`src/sv/prs_pkg.sv`:
```
// ----------------------------------------------------------------------------
// prs_pkg
// Shared types and constants for the PI clock-rate servo.
// ----------------------------------------------------------------------------
package prs_pkg;

   localparam int REQ_DATA_W = 64;
   localparam int RSP_DATA_W = 136;
   localparam int CSR_IDX_W  = 3;
   localparam int CSR_DATA_W = 30;
   localparam int DIV_W      = 20;

   // reset values of the control registers
   localparam logic [19:0] PROP_DIV_RST  = 20'd10;
   localparam logic [19:0] INTEG_DIV_RST = 20'd1000;
   localparam logic [29:0] MAX_OFS_RST   = 30'd0;

   typedef enum logic [CSR_IDX_W-1:0] {
      CSR_PROP_DIV   = 3'd0,
      CSR_INTEG_DIV  = 3'd1,
      CSR_MAX_OFFSET = 3'd2,
      CSR_ADJ_DIS    = 3'd3,
      CSR_STEP_DIS   = 3'd4
   } prs_csr_type;

   typedef enum logic [1:0] {
      ACT_REJECT = 2'd0,
      ACT_HOLD   = 2'd1,
      ACT_STEP   = 2'd2,
      ACT_RATE   = 2'd3
   } prs_action_type;

   // controller to datapath
   typedef struct packed {
      logic load;        // capture the accepted item
      logic div_start;   // start a quotient
      logic div_prop;    // divisor select: 1 proportional, 0 integral
      logic take_integ;  // store integral quotient
      logic take_prop;   // store proportional quotient
      logic commit;      // update state and load the result register
   } prs_cmd_type;

   // datapath to controller
   typedef struct packed {
      logic pi_path;     // held item goes through PI control
      logic div_done;    // quotient ready this cycle
      logic out_free;    // result register may be loaded
   } prs_sts_type;

endpackage

```
`src/sv/prs_divider.sv`:
```
// ----------------------------------------------------------------------------
// prs_divider
// Unsigned radix-4 restoring divider, 32-bit dividend by 20-bit divisor,
// two quotient bits per cycle.
// ----------------------------------------------------------------------------
module prs_divider (
   input  logic        clock,
   input  logic        reset,
   input  logic        start,
   input  logic [31:0] dividend,
   input  logic [prs_pkg::DIV_W-1:0] divisor,
   output logic        done,
   output logic [31:0] quotient
);
   import prs_pkg::*;

   logic [DIV_W-1:0] rem_ff, rem_in;
   logic [DIV_W-1:0] div_ff, div_in;
   logic [31:0]      quo_ff, quo_in;
   logic [3:0]       cnt_ff, cnt_in;
   logic             busy_ff, busy_in;
   logic             done_ff, done_in;

   logic [DIV_W:0]   r1, r2, d1, d2;
   logic [DIV_W-1:0] rem1, rem2;
   logic             qb1, qb0;

   always_comb begin
      r1   = {rem_ff, quo_ff[31]};
      d1   = r1 - {1'b0, div_ff};
      qb1  = (r1 >= {1'b0, div_ff});
      rem1 = qb1 ? d1[DIV_W-1:0] : r1[DIV_W-1:0];
      r2   = {rem1, quo_ff[30]};
      d2   = r2 - {1'b0, div_ff};
      qb0  = (r2 >= {1'b0, div_ff});
      rem2 = qb0 ? d2[DIV_W-1:0] : r2[DIV_W-1:0];
   end

   always_comb begin
      rem_in  = rem_ff;
      div_in  = div_ff;
      quo_in  = quo_ff;
      cnt_in  = cnt_ff;
      busy_in = busy_ff;
      done_in = 1'b0;
      if (start) begin
         rem_in  = '0;
         div_in  = divisor;
         quo_in  = dividend;
         cnt_in  = '0;
         busy_in = 1'b1;
      end else if (busy_ff) begin
         rem_in = rem2;
         quo_in = {quo_ff[29:0], qb1, qb0};
         cnt_in = cnt_ff + 4'd1;
         if (cnt_ff == 4'd15) begin
            busy_in = 1'b0;
            done_in = 1'b1;
         end
      end
   end

   always_ff @(posedge clock) begin
      if (reset) begin
         busy_ff <= 1'b0;
         done_ff <= 1'b0;
         cnt_ff  <= '0;
      end else begin
         busy_ff <= busy_in;
         done_ff <= done_in;
         cnt_ff  <= cnt_in;
      end
      rem_ff <= rem_in;
      div_ff <= div_in;
      quo_ff <= quo_in;
   end

   assign done     = done_ff;
   assign quotient = quo_ff;

   // done is registered in the same step that writes the last quotient bits
   a_div_latency: assert property (@(posedge clock) disable iff (reset)
      (start && !busy_ff) |-> ##17 done_ff)
      else $error("divider result not ready 16 cycles after start");

   a_div_rem: assert property (@(posedge clock) disable iff (reset)
      done_ff |-> (rem_ff < div_ff))
      else $error("divider remainder not below divisor");

endmodule

```
`src/sv/prs_datapath.sv`:
```
// ----------------------------------------------------------------------------
// prs_datapath
// Control registers, held item, drift and warning state, quotient
// registers, result register and the shared divider.
// ----------------------------------------------------------------------------
module prs_datapath #(
   parameter int MAX_RATE_ADJUST = 512000,
   parameter int DIVISOR_FLOOR   = 1,
   parameter int BASE_TICK       = 134217728
) (
   input  logic                           clock,
   input  logic                           reset,
   input  logic                           csr_we,
   input  logic [prs_pkg::CSR_IDX_W-1:0]  csr_index,
   input  logic [prs_pkg::CSR_DATA_W-1:0] csr_wdata,
   input  logic [prs_pkg::REQ_DATA_W-1:0] req_tdata,
   output logic                           rsp_tvalid,
   input  logic                           rsp_tready,
   output logic [prs_pkg::RSP_DATA_W-1:0] rsp_tdata,
   input  prs_pkg::prs_cmd_type           cmd,
   output prs_pkg::prs_sts_type           sts
);
   import prs_pkg::*;

   localparam logic signed [33:0] MAX_ADJ = 34'(MAX_RATE_ADJUST);
   localparam logic signed [33:0] BASE    = 34'(BASE_TICK);
   localparam logic [DIV_W-1:0]   FLOOR   = DIV_W'(DIVISOR_FLOOR);

   // control registers
   logic [DIV_W-1:0] prop_ff, integ_ff;
   logic [29:0]      max_ofs_ff;
   logic             adj_dis_ff, step_dis_ff;

   always_ff @(posedge clock) begin
      if (reset) begin
         prop_ff     <= PROP_DIV_RST;
         integ_ff    <= INTEG_DIV_RST;
         max_ofs_ff  <= MAX_OFS_RST;
         adj_dis_ff  <= 1'b0;
         step_dis_ff <= 1'b0;
      end else if (csr_we) begin
         case (prs_csr_type'(csr_index))
            CSR_PROP_DIV:   prop_ff     <= csr_wdata[DIV_W-1:0];
            CSR_INTEG_DIV:  integ_ff    <= csr_wdata[DIV_W-1:0];
            CSR_MAX_OFFSET: max_ofs_ff  <= csr_wdata[29:0];
            CSR_ADJ_DIS:    adj_dis_ff  <= csr_wdata[0];
            CSR_STEP_DIS:   step_dis_ff <= csr_wdata[0];
            default: ;
         endcase
      end
   end

   // held item
   logic signed [31:0] sec_ff;
   logic signed [30:0] ns_ff;

   always_ff @(posedge clock) begin
      if (cmd.load) begin
         sec_ff <= req_tdata[31:0];
         ns_ff  <= req_tdata[62:32];
      end
   end

   logic signed [31:0] ns_ext;
   logic [31:0]        ns_mag;
   logic               ns_neg, sec_nz, reject;

   always_comb begin
      ns_ext = {ns_ff[30], ns_ff};
      ns_neg = ns_ff[30];
      ns_mag = ns_neg ? 32'(-ns_ext) : 32'(ns_ext);
      sec_nz = (sec_ff != '0);
      reject = (max_ofs_ff != '0) &&
               (sec_nz || (ns_ext > $signed({2'b00, max_ofs_ff})));
   end

   // divider, with divisors floored
   logic [DIV_W-1:0] ap, ai;
   logic             div_done;
   logic [31:0]      quo;
   logic signed [31:0] quo_signed;

   assign ap = (prop_ff  < FLOOR) ? FLOOR : prop_ff;
   assign ai = (integ_ff < FLOOR) ? FLOOR : integ_ff;

   prs_divider u_div (
      .clock    (clock),
      .reset    (reset),
      .start    (cmd.div_start),
      .dividend (ns_mag),
      .divisor  (cmd.div_prop ? ap : ai),
      .done     (div_done),
      .quotient (quo)
   );

   // truncation toward zero: negate magnitude quotient for negative offsets
   assign quo_signed = ns_neg ? $signed(-quo) : $signed(quo);

   logic signed [31:0] qi_ff, qp_ff;

   always_ff @(posedge clock) begin
      if (cmd.take_integ) qi_ff <= quo_signed;
      if (cmd.take_prop)  qp_ff <= quo_signed;
   end

   // servo state
   logic signed [31:0] drift_ff, drift_in;
   logic               fast_ff, fast_in, slow_ff, slow_in;

   // result register
   logic               rsp_valid_ff, rsp_valid_in;
   prs_action_type     act_ff, act_in;
   logic [31:0]        tick_ff, tick_in;
   logic [31:0]        ssec_ff, ssec_in;
   logic [30:0]        sns_ff, sns_in;

   logic signed [33:0] drift_sum, drift_clamp, adj_pi, adj_slew, tick_wide;

   always_comb begin
      drift_sum = {{2{drift_ff[31]}}, drift_ff} + {{2{qi_ff[31]}}, qi_ff};
      if (drift_sum > MAX_ADJ)
         drift_clamp = MAX_ADJ;
      else if (drift_sum < -MAX_ADJ)
         drift_clamp = -MAX_ADJ;
      else
         drift_clamp = drift_sum;
      adj_pi   = {{2{qp_ff[31]}}, qp_ff} + drift_clamp;
      adj_slew = (ns_ext > 0) ? MAX_ADJ : -MAX_ADJ;

      drift_in     = drift_ff;
      fast_in      = fast_ff;
      slow_in      = slow_ff;
      act_in       = act_ff;
      tick_in      = tick_ff;
      ssec_in      = ssec_ff;
      sns_in       = sns_ff;
      rsp_valid_in = rsp_valid_ff && !rsp_tready;
      tick_wide    = '0;

      if (cmd.commit) begin
         rsp_valid_in = 1'b1;
         tick_in      = '0;
         ssec_in      = '0;
         sns_in       = '0;
         if (reject) begin
            act_in = ACT_REJECT;
         end else if (sec_nz) begin
            if (adj_dis_ff) begin
               act_in = ACT_HOLD;
            end else if (!step_dis_ff) begin
               act_in   = ACT_STEP;
               tick_in  = BASE[31:0];
               drift_in = '0;
               ssec_in  = 32'(-sec_ff);
               sns_in   = 31'(-ns_ff);
            end else begin
               // slewing at full rate always raises both warnings
               act_in    = ACT_RATE;
               drift_in  = adj_slew[31:0];
               tick_wide = BASE - adj_slew;
               tick_in   = tick_wide[31:0];
               fast_in   = 1'b1;
               slow_in   = 1'b1;
            end
         end else begin
            drift_in = drift_clamp[31:0];
            if (adj_dis_ff) begin
               act_in = ACT_HOLD;
            end else begin
               act_in    = ACT_RATE;
               tick_wide = BASE - adj_pi;
               tick_in   = tick_wide[31:0];
               if (adj_pi >= MAX_ADJ || adj_pi <= -MAX_ADJ)
                  fast_in = 1'b1;
            end
         end
      end
   end

   always_ff @(posedge clock) begin
      if (reset) begin
         drift_ff     <= '0;
         fast_ff      <= 1'b0;
         slow_ff      <= 1'b0;
         rsp_valid_ff <= 1'b0;
      end else begin
         drift_ff     <= drift_in;
         fast_ff      <= fast_in;
         slow_ff      <= slow_in;
         rsp_valid_ff <= rsp_valid_in;
      end
      act_ff  <= act_in;
      tick_ff <= tick_in;
      ssec_ff <= ssec_in;
      sns_ff  <= sns_in;
   end

   assign rsp_tvalid = rsp_valid_ff;
   assign rsp_tdata  = {5'b0, slow_ff, fast_ff, drift_ff, sns_ff, ssec_ff, tick_ff, act_ff};

   assign sts.pi_path  = !reject && !sec_nz;
   assign sts.div_done = div_done;
   assign sts.out_free = !rsp_valid_ff || rsp_tready;

   a_drift_bound: assert property (@(posedge clock) disable iff (reset)
      ($signed({{2{drift_ff[31]}}, drift_ff}) <= MAX_ADJ) &&
      ($signed({{2{drift_ff[31]}}, drift_ff}) >= -MAX_ADJ))
      else $error("drift accumulator outside clamp range");

endmodule

```
`src/sv/prs_ctrl.sv`:
```
// ----------------------------------------------------------------------------
// prs_ctrl
// Sequencer: accepts an item, runs the two quotients for PI control and
// commits the result once the result register is free.
// ----------------------------------------------------------------------------
module prs_ctrl (
   input  logic                  clock,
   input  logic                  reset,
   input  logic                  req_tvalid,
   output logic                  req_tready,
   output prs_pkg::prs_cmd_type  cmd,
   input  prs_pkg::prs_sts_type  sts
);
   import prs_pkg::*;

   typedef enum logic [4:0] {
      ST_IDLE   = 5'b00001,
      ST_DECIDE = 5'b00010,
      ST_DIV_I  = 5'b00100,
      ST_DIV_P  = 5'b01000,
      ST_FINISH = 5'b10000
   } prs_state_type;

   prs_state_type state_ff, state_in;

   always_comb begin
      state_in = state_ff;
      cmd      = '0;
      case (state_ff)
         ST_IDLE: begin
            cmd.load = req_tvalid;
            if (req_tvalid) state_in = ST_DECIDE;
         end
         ST_DECIDE: begin
            if (sts.pi_path) begin
               cmd.div_start = 1'b1;
               state_in      = ST_DIV_I;
            end else begin
               state_in = ST_FINISH;
            end
         end
         ST_DIV_I: begin
            if (sts.div_done) begin
               cmd.take_integ = 1'b1;
               cmd.div_start  = 1'b1;
               cmd.div_prop   = 1'b1;
               state_in       = ST_DIV_P;
            end
         end
         ST_DIV_P: begin
            cmd.div_prop = 1'b1;
            if (sts.div_done) begin
               cmd.take_prop = 1'b1;
               state_in      = ST_FINISH;
            end
         end
         ST_FINISH: begin
            if (sts.out_free) begin
               cmd.commit = 1'b1;
               state_in   = ST_IDLE;
            end
         end
         default: state_in = ST_IDLE;
      endcase
   end

   always_ff @(posedge clock) begin
      if (reset) state_ff <= ST_IDLE;
      else       state_ff <= state_in;
   end

   assign req_tready = (state_ff == ST_IDLE);

   a_commit_free: assert property (@(posedge clock) disable iff (reset)
      cmd.commit |-> sts.out_free)
      else $error("result committed over an untaken transfer");

endmodule

```
`src/sv/pi_clock_rate_servo.sv`:
```
// ----------------------------------------------------------------------------
// pi_clock_rate_servo
// PI clock-rate servo: offset from master in, clock action and tick rate out.
// ----------------------------------------------------------------------------
// One offset at a time. A rejected, stepped or slewed item, or a held-off one
// with nonzero seconds, skips the divider; any other item, held-off or not,
// goes through PI control on the shared two-bit-per-cycle divider, which works
// out the integral and then the proportional quotient. The next offset is
// taken as soon as the result is in the output register, even if that result
// has not yet been taken.
module pi_clock_rate_servo #(
   parameter int MAX_RATE_ADJUST = 512000,
   parameter int DIVISOR_FLOOR   = 1,
   parameter int BASE_TICK       = 134217728
) (
   input  logic                           clock,
   input  logic                           reset,
   input  logic                           csr_we,
   input  logic [prs_pkg::CSR_IDX_W-1:0]  csr_index,
   input  logic [prs_pkg::CSR_DATA_W-1:0] csr_wdata,
   input  logic                           req_tvalid,
   output logic                           req_tready,
   // [31:0] offset_seconds, [62:32] offset_nanoseconds
   input  logic [prs_pkg::REQ_DATA_W-1:0] req_tdata,
   output logic                           rsp_tvalid,
   input  logic                           rsp_tready,
   // [1:0] action, [33:2] tick_rate, [65:34] step_seconds,
   // [96:66] step_nanoseconds, [128:97] drift_value,
   // [129] fast_slew_warned, [130] slow_slew_warned
   output logic [prs_pkg::RSP_DATA_W-1:0] rsp_tdata
);
   import prs_pkg::*;

   prs_cmd_type cmd;
   prs_sts_type sts;

   prs_ctrl u_ctrl (
      .clock      (clock),
      .reset      (reset),
      .req_tvalid (req_tvalid),
      .req_tready (req_tready),
      .cmd        (cmd),
      .sts        (sts)
   );

   prs_datapath #(
      .MAX_RATE_ADJUST (MAX_RATE_ADJUST),
      .DIVISOR_FLOOR   (DIVISOR_FLOOR),
      .BASE_TICK       (BASE_TICK)
   ) u_dp (
      .clock      (clock),
      .reset      (reset),
      .csr_we     (csr_we),
      .csr_index  (csr_index),
      .csr_wdata  (csr_wdata),
      .req_tdata  (req_tdata),
      .rsp_tvalid (rsp_tvalid),
      .rsp_tready (rsp_tready),
      .rsp_tdata  (rsp_tdata),
      .cmd        (cmd),
      .sts        (sts)
   );

endmodule

```
`config.mk`:
```
export PLATFORM = sky130hd
export DESIGN_NAME = pi_clock_rate_servo
export DESIGN_NICKNAME = d
export VERILOG_FILES = /design/src/sv/prs_pkg.sv /design/src/sv/prs_divider.sv /design/src/sv/prs_datapath.sv /design/src/sv/prs_ctrl.sv /design/src/sv/pi_clock_rate_servo.sv
export SDC_FILE = /design/constraint.sdc
export NUM_CORES = 1
export LEC_CHECK = 0
export ABC_AREA = 1
export BUFFER_PORTS_ARGS = -buffer_cell sky130_fd_sc_hd__buf_2
export CORE_MARGIN = 3
export CORE_UTILIZATION = 66
export DETAILED_ROUTE_END_ITERATION = 8
export PLACE_DENSITY_LB_ADDON = 0.3
export SLEW_MARGIN = 25
export SYNTH_ARGS = -nofsm -noshare
export SYNTH_HDL_FRONTEND = slang
export SYNTH_SLANG_ARGS = --single-unit
```
`constraint.sdc`:
```
create_clock -name clock -period 15.5 [get_ports clock]
set_input_delay 3.1 -clock clock [delete_from_list [all_inputs] [get_ports clock]]
set_output_delay 3.1 -clock clock [all_outputs]
set_load 0.03 [all_outputs]
```
# Word-level counts from Yosys, hierarchy flattened
# Index checks and enable logic that the tools add are counted.
# word_totals
reg_bits,414
output_inout_bits,138
# op_classes
add_sub_neg,11
order_cmp,10
n_eq_ne,16
muxes,49
bitwise,4
reduce_logical,27
# ops
op,n
$mux 32,12
$mux 20,5
$mux 34,2
$neg 32->32,2
$sub 29x32->32 const A,2
$ge 21x20->1,2
$lt 20x1->1 const B,2
$sub 20x20->20,2
$add 34x34->34,1
$ge 34x20->1 const B,1
$gt 34x20->1 const B,1
$le 34x20->1 const B,1
$lt 34x20->1 const B,1
$add 32x32->33,1
$neg 31->32,1
$reduce_bool 32->1,1
$gt 31x1->1 const B,1
$gt 31x31->1,1
$neg 31->31,1
$reduce_bool 30->1,1
$mux 5,5
$pmux 5 s5,1
$mux 1,18
$reduce_and 2->1,5
other kinds (27),47

# Logic depth before layout (Yosys ltp)
# logic_depth
ltp_word,10
ltp_mapped,43
mapped_depth_nobuf,42

# By module
# Synthesis repeated with hierarchy kept, for this count alone.
# hier_totals
hier_cells,3638
area_unflattened_um2,27084.7
# modules_own_cells
module,n_inst,cells_each,area_each_um2
prs_datapath,1,2730,20787.4
prs_divider,1,845,5940.7
prs_ctrl,1,63,356.6

# Least setup slack after synthesis
# OpenSTA, ideal clock, no wires.
# synth_path
kind,input port to flip-flop
startpoint,input port rsp_tready
endpoint,register u_dp.drift_ff[2]
arrival_ns,8.691
t_required_ns,15.430
path_slack_ns,6.739
cell_stages,9
path_buffers,1
path_cell_list,inv_1 nand2_1 inv_1 nor2_1 nand3_2 nor2_1 buf_4 nand3_1 a21oi_1
# synth_lines
item,line,text
from (decl),pi_clock_rate_servo.sv:26,"input logic rsp_tready,"
to (signal assigned),prs_datapath.sv:187,drift_ff <= drift_in;
to (decl),prs_datapath.sv:107,"logic signed [31:0] drift_ff, drift_in;"

# Worst setup path after layout
# layout_path
startpoint,register u_dp.drift_ff[0]
endpoint,register u_dp.fast_ff
# layout_between
elab_chain_cells,9
word_cells_on_any_way,11
classes_between,add/sub: 2; order compare: 4; mux: 2; reduce/logical: 3
# layout_lines
item,line,text
$add 32x32->33 (*),prs_datapath.sv:120,"drift_sum = {{2{drift_ff[31]}}, drift_ff} + {{2{qi_ff[31]}}, qi_ff};"
$lt 34x20->1,prs_datapath.sv:123,else if (drift_sum < -MAX_ADJ)
$mux 34,prs_datapath.sv:123,
$mux 34 (*),prs_datapath.sv:121,if (drift_sum > MAX_ADJ)
$add 34x34->34 (*),prs_datapath.sv:127,"adj_pi = {{2{qp_ff[31]}}, qp_ff} + drift_clamp;"
$ge 34x20->1 / $le 34x20->1 (equally long branches),prs_datapath.sv:173,if (adj_pi >= MAX_ADJ || adj_pi <= -MAX_ADJ)
$logic_or 1x1->1 (*),prs_datapath.sv:173,
$reduce_bool 2->1 (no line) (*),--,
$reduce_and 5->1 (no line) (*),--,
to (signal assigned),prs_datapath.sv:188,fast_ff <= fast_in;
to (decl),prs_datapath.sv:108,"logic fast_ff, fast_in, slow_ff, slow_in;"
# Mark *: on every way between the ends. The rest lies on a longest branch, timed or not.
# A chain may end at the register's enable or synchronous reset.

==> impl_results.md <==
- Synth Warn #: 0
- Post-CTS Setup Inserts: 0
- Slew Limit Fails: 0
- Status: finished, final reports clean
- Pleak: 13.2 nW
- First-pass GRT wire length: 121000 um
- Delay-heaviest family, CP: simple AND/OR/NAND/NOR gates
- CTS Sinks: 414
- Setup_tns: 0 ps
- Vias post-DR: 25.0k
- Ratio of final minimum period to clock period: 55.4%
- DRC: 0
- Port bufs: 233
- Commonest non-fill, non-tap cell in the layout: nand2_1
- Finish-stage setup viols: 0
- Most frequent cells in the layout: nand2_1 (840), inv_1 (448), nor2_1 (408), edfxtp_1 (276), a21oi_1 (244)
- Worst-path clk slew: 60 ps
- CP most frequent cell: nand2_1
- Async SR Flop Fraction: 0%
- # Max-Cap Violations: 0
- Max-slew headroom: 35.2%
- Worst IR Drop VDD: 130 uV
- Worst Path Arrival: 9080 ps
- Syn Area/Cell: 7.61 sq um
- Unique masters post-synth: 64
- Initial antenna violation count: 2
- Root Driver: clkbuf_16
- WL per Instance: 18.1 um
- Vias per cell: 5.83
- Largest net degree at the start of global routing: 96
- Max Freq: 116 MHz
- CTS tree: done
- Worst slew pin tran: 971 ps
- I/O pin count: 240
- Non-Filler Instances: 4290
- Post-synthesis sequential area ratio: 41.2%
- Fin util: 74.4%
- RSZ-0062 raised after global routing: no
- Die H: 208 um
- CP startpoint kind: register
- Post-Place Cells: 4210
- Worst path required time: 16000 ps
- Num CTS Buffers: 43
- Clk_lat worst skew: 580 ps
- Tot GR Track Use: 34.9%
- Final Hold Fails: 0
- 1st-iter DRT viols: 2764
- Endpoint class of the critical path: register
- Die W: 208 um
- DP HPWL: 60200 um
- Hold Path Class: register to register
- Layout net count: 3978
- Minimum clock period: 8590 ps
- Starting density of the core: 67.2%
- Routability congestion estimate: 1.02
- Area growth, synth to finish: 10.8%
- CP max FO: 27
- Critical-path top delay cell: clkinv_1
- # H-tree levels: 2
- Cts hold-fix bufs: 0
- CP peak stage delay: 900 ps
- Worst Setup Path Type: register to register
- Post-synthesis cell count: 3523
- Post-DRT Antenna Nets: 0
- Synth Cell Area: 0.0268 sq mm
- Routed wire length: 77800 um
- Post-CTS sizing: 0
- Clock tree buffer depth: 3
- Most used DFF post-synth: edfxtp_1
- Clock skew: 25.4 ps
- Synthesized flop and latch total: 414
- FP Rows: 73
- Total grt overflow: 0
- Drt pass-1 iters: 6
- Core area: 0.0399 sq mm
- Die area: 0.0431 sq mm
- Post-synth EDFFs: 276
- Fillers: 3097
- Power Density: 81.4 mW/mm^2
- ANT cells: 0
- Number of global-route vias before repair: 22.9k
- CP Buf/Inv Count: 2
- Layout cells sized above 1: 10.8%
[cell usage after synthesis (6+ instances only)]
cell / count / area, sq um
a21oi_1: 244 / 1220
o21ai_2: 9 / 78.8
o211ai_1: 25 / 188
nand3_2: 9 / 90.1
o211ai_2: 9 / 113
inv_2: 16 / 60.1
ha_1: 142 / 1780
buf_4: 13 / 97.6
a31oi_1: 16 / 100
nand2_2: 8 / 50.1
nand3_1: 200 / 1000
o21bai_1: 9 / 67.6
nand2_1: 841 / 3160
or2_2: 9 / 56.3
nor2_2: 12 / 75.1
nand3b_1: 15 / 113
inv_1: 450 / 1690
o21ai_1: 17 / 85.1
xnor2_1: 30 / 263
o21ai_0: 227 / 1140
nor3b_1: 10 / 75.1
nand4_1: 67 / 419
o21a_1: 9 / 67.6
xor2_1: 88 / 771
dfxtp_1: 138 / 2760
buf_1: 6 / 22.5
buf_2: 11 / 55.1
nor2_1: 411 / 1540
and2_1: 11 / 68.8
edfxtp_1: 276 / 8290
nor4_1: 32 / 200
clkbuf_1: 49 / 184
nor3_1: 53 / 265
[layer usage]
layer / vias up / GRT usage, % / wire length, um
li1: 12100 / - / -
met1: 11400 / 46.8 / 31300
met2: 1276 / 55.7 / 35200
met3: 233 / 5.15 / 6840
met4: 4 / 17.7 / 4470
met5: - / 0 / 27
[kinds of logic after synthesis]
family / share of synthesized area (%)
xor gates and xnor gates: 4.04
buffers and inverters: 8.17
and+or+nand+nor: 27.5
adders and majority gates: 6.92
muxes: 0.0420
DFF: 41.2
other: 0.0140
AOI/OAI and AO/OA: 12.1
[metrics by stage]
stage / hold slack, ps / power, W / area (sq um) / setup slack, ps
2_1_floorplan: 429 / 0.00136 / 26800 / 6740
3_5_place_dp: 456 / 0.00142 / 28300 / 7160
4_1_cts: 466 / 0.00242 / 29700 / 7120
3_3_place_gp: 438 / 0.00141 / 28300 / 7290
5_1_grt: 490 / 0.00249 / 29700 / 6340
6_report: 457 / 0.00242 / 29700 / 6910
[sequential cells by signal, indices dropped and copies added (netlist names), 5 cells and up]
signal / count
u_dp.sns_ff: 31
u_dp.drift_ff: 32
u_dp.ns_ff: 31
u_dp.qp_ff: 32
u_dp.u_div.quotient: 32
u_dp.max_ofs_ff: 30
u_dp.prop_ff: 20
u_dp.qi_ff: 32
u_dp.integ_ff: 20
u_dp.sec_ff: 32
u_dp.u_div.div_ff: 20
u_ctrl.state_ff: 5
u_dp.ssec_ff: 32
u_dp.u_div.rem_ff: 20
u_dp.tick_ff: 32
[worst reg2reg max path, delay by kind of cell, from the launching register on]
kind | cells | cell delay [ps]
buffers and inverters | 2 | 990
adders and majority gates | 6 | 2360
and+or+nand+nor | 27 | 4200
DFF | 1 | 370
AOI/OAI and AO/OA | 3 | 600
[cell type report]
| class | instances | area [sq um] | area share (%) |
|---|---|---|---|
| well taps | 525 | 657 | 2.21 |
| multi-input cells | 2560 | 13600 | 45.8 |
| repair buffers | 243 | 1240 | 4.19 |
| clock buffers | 61 | 1180 | 3.99 |
| inverters | 468 | 1760 | 5.91 |
| flip-flops and latches | 414 | 11100 | 37.2 |
| clock inverters | 19 | 193 | 0.649 |
[worst paths after layout]
check,to,slack [ps],cells after the start,startpoint
min reg2reg,u_dp.fast_ff$_SDFFE_PP0P_,460,2,u_dp.fast_ff$_SDFFE_PP0P_
max,u_dp.fast_ff$_SDFFE_PP0P_,6910,38,u_dp.drift_ff[0]$_SDFFE_PP0P_
min,u_dp.fast_ff$_SDFFE_PP0P_,460,2,u_dp.fast_ff$_SDFFE_PP0P_
max reg2reg,u_dp.fast_ff$_SDFFE_PP0P_,6910,38,u_dp.drift_ff[0]$_SDFFE_PP0P_
[power breakdown]
part	internal [W]	total [W]	switching (W)
clock network	0.000587	0.00102	0.000433
logic	0.0000533	0.000172	0.000118
registers	0.00120	0.00123	0.0000234
total	0.00184	0.00242	0.000575
No activity file was read; power rests on OpenSTA's default activity.
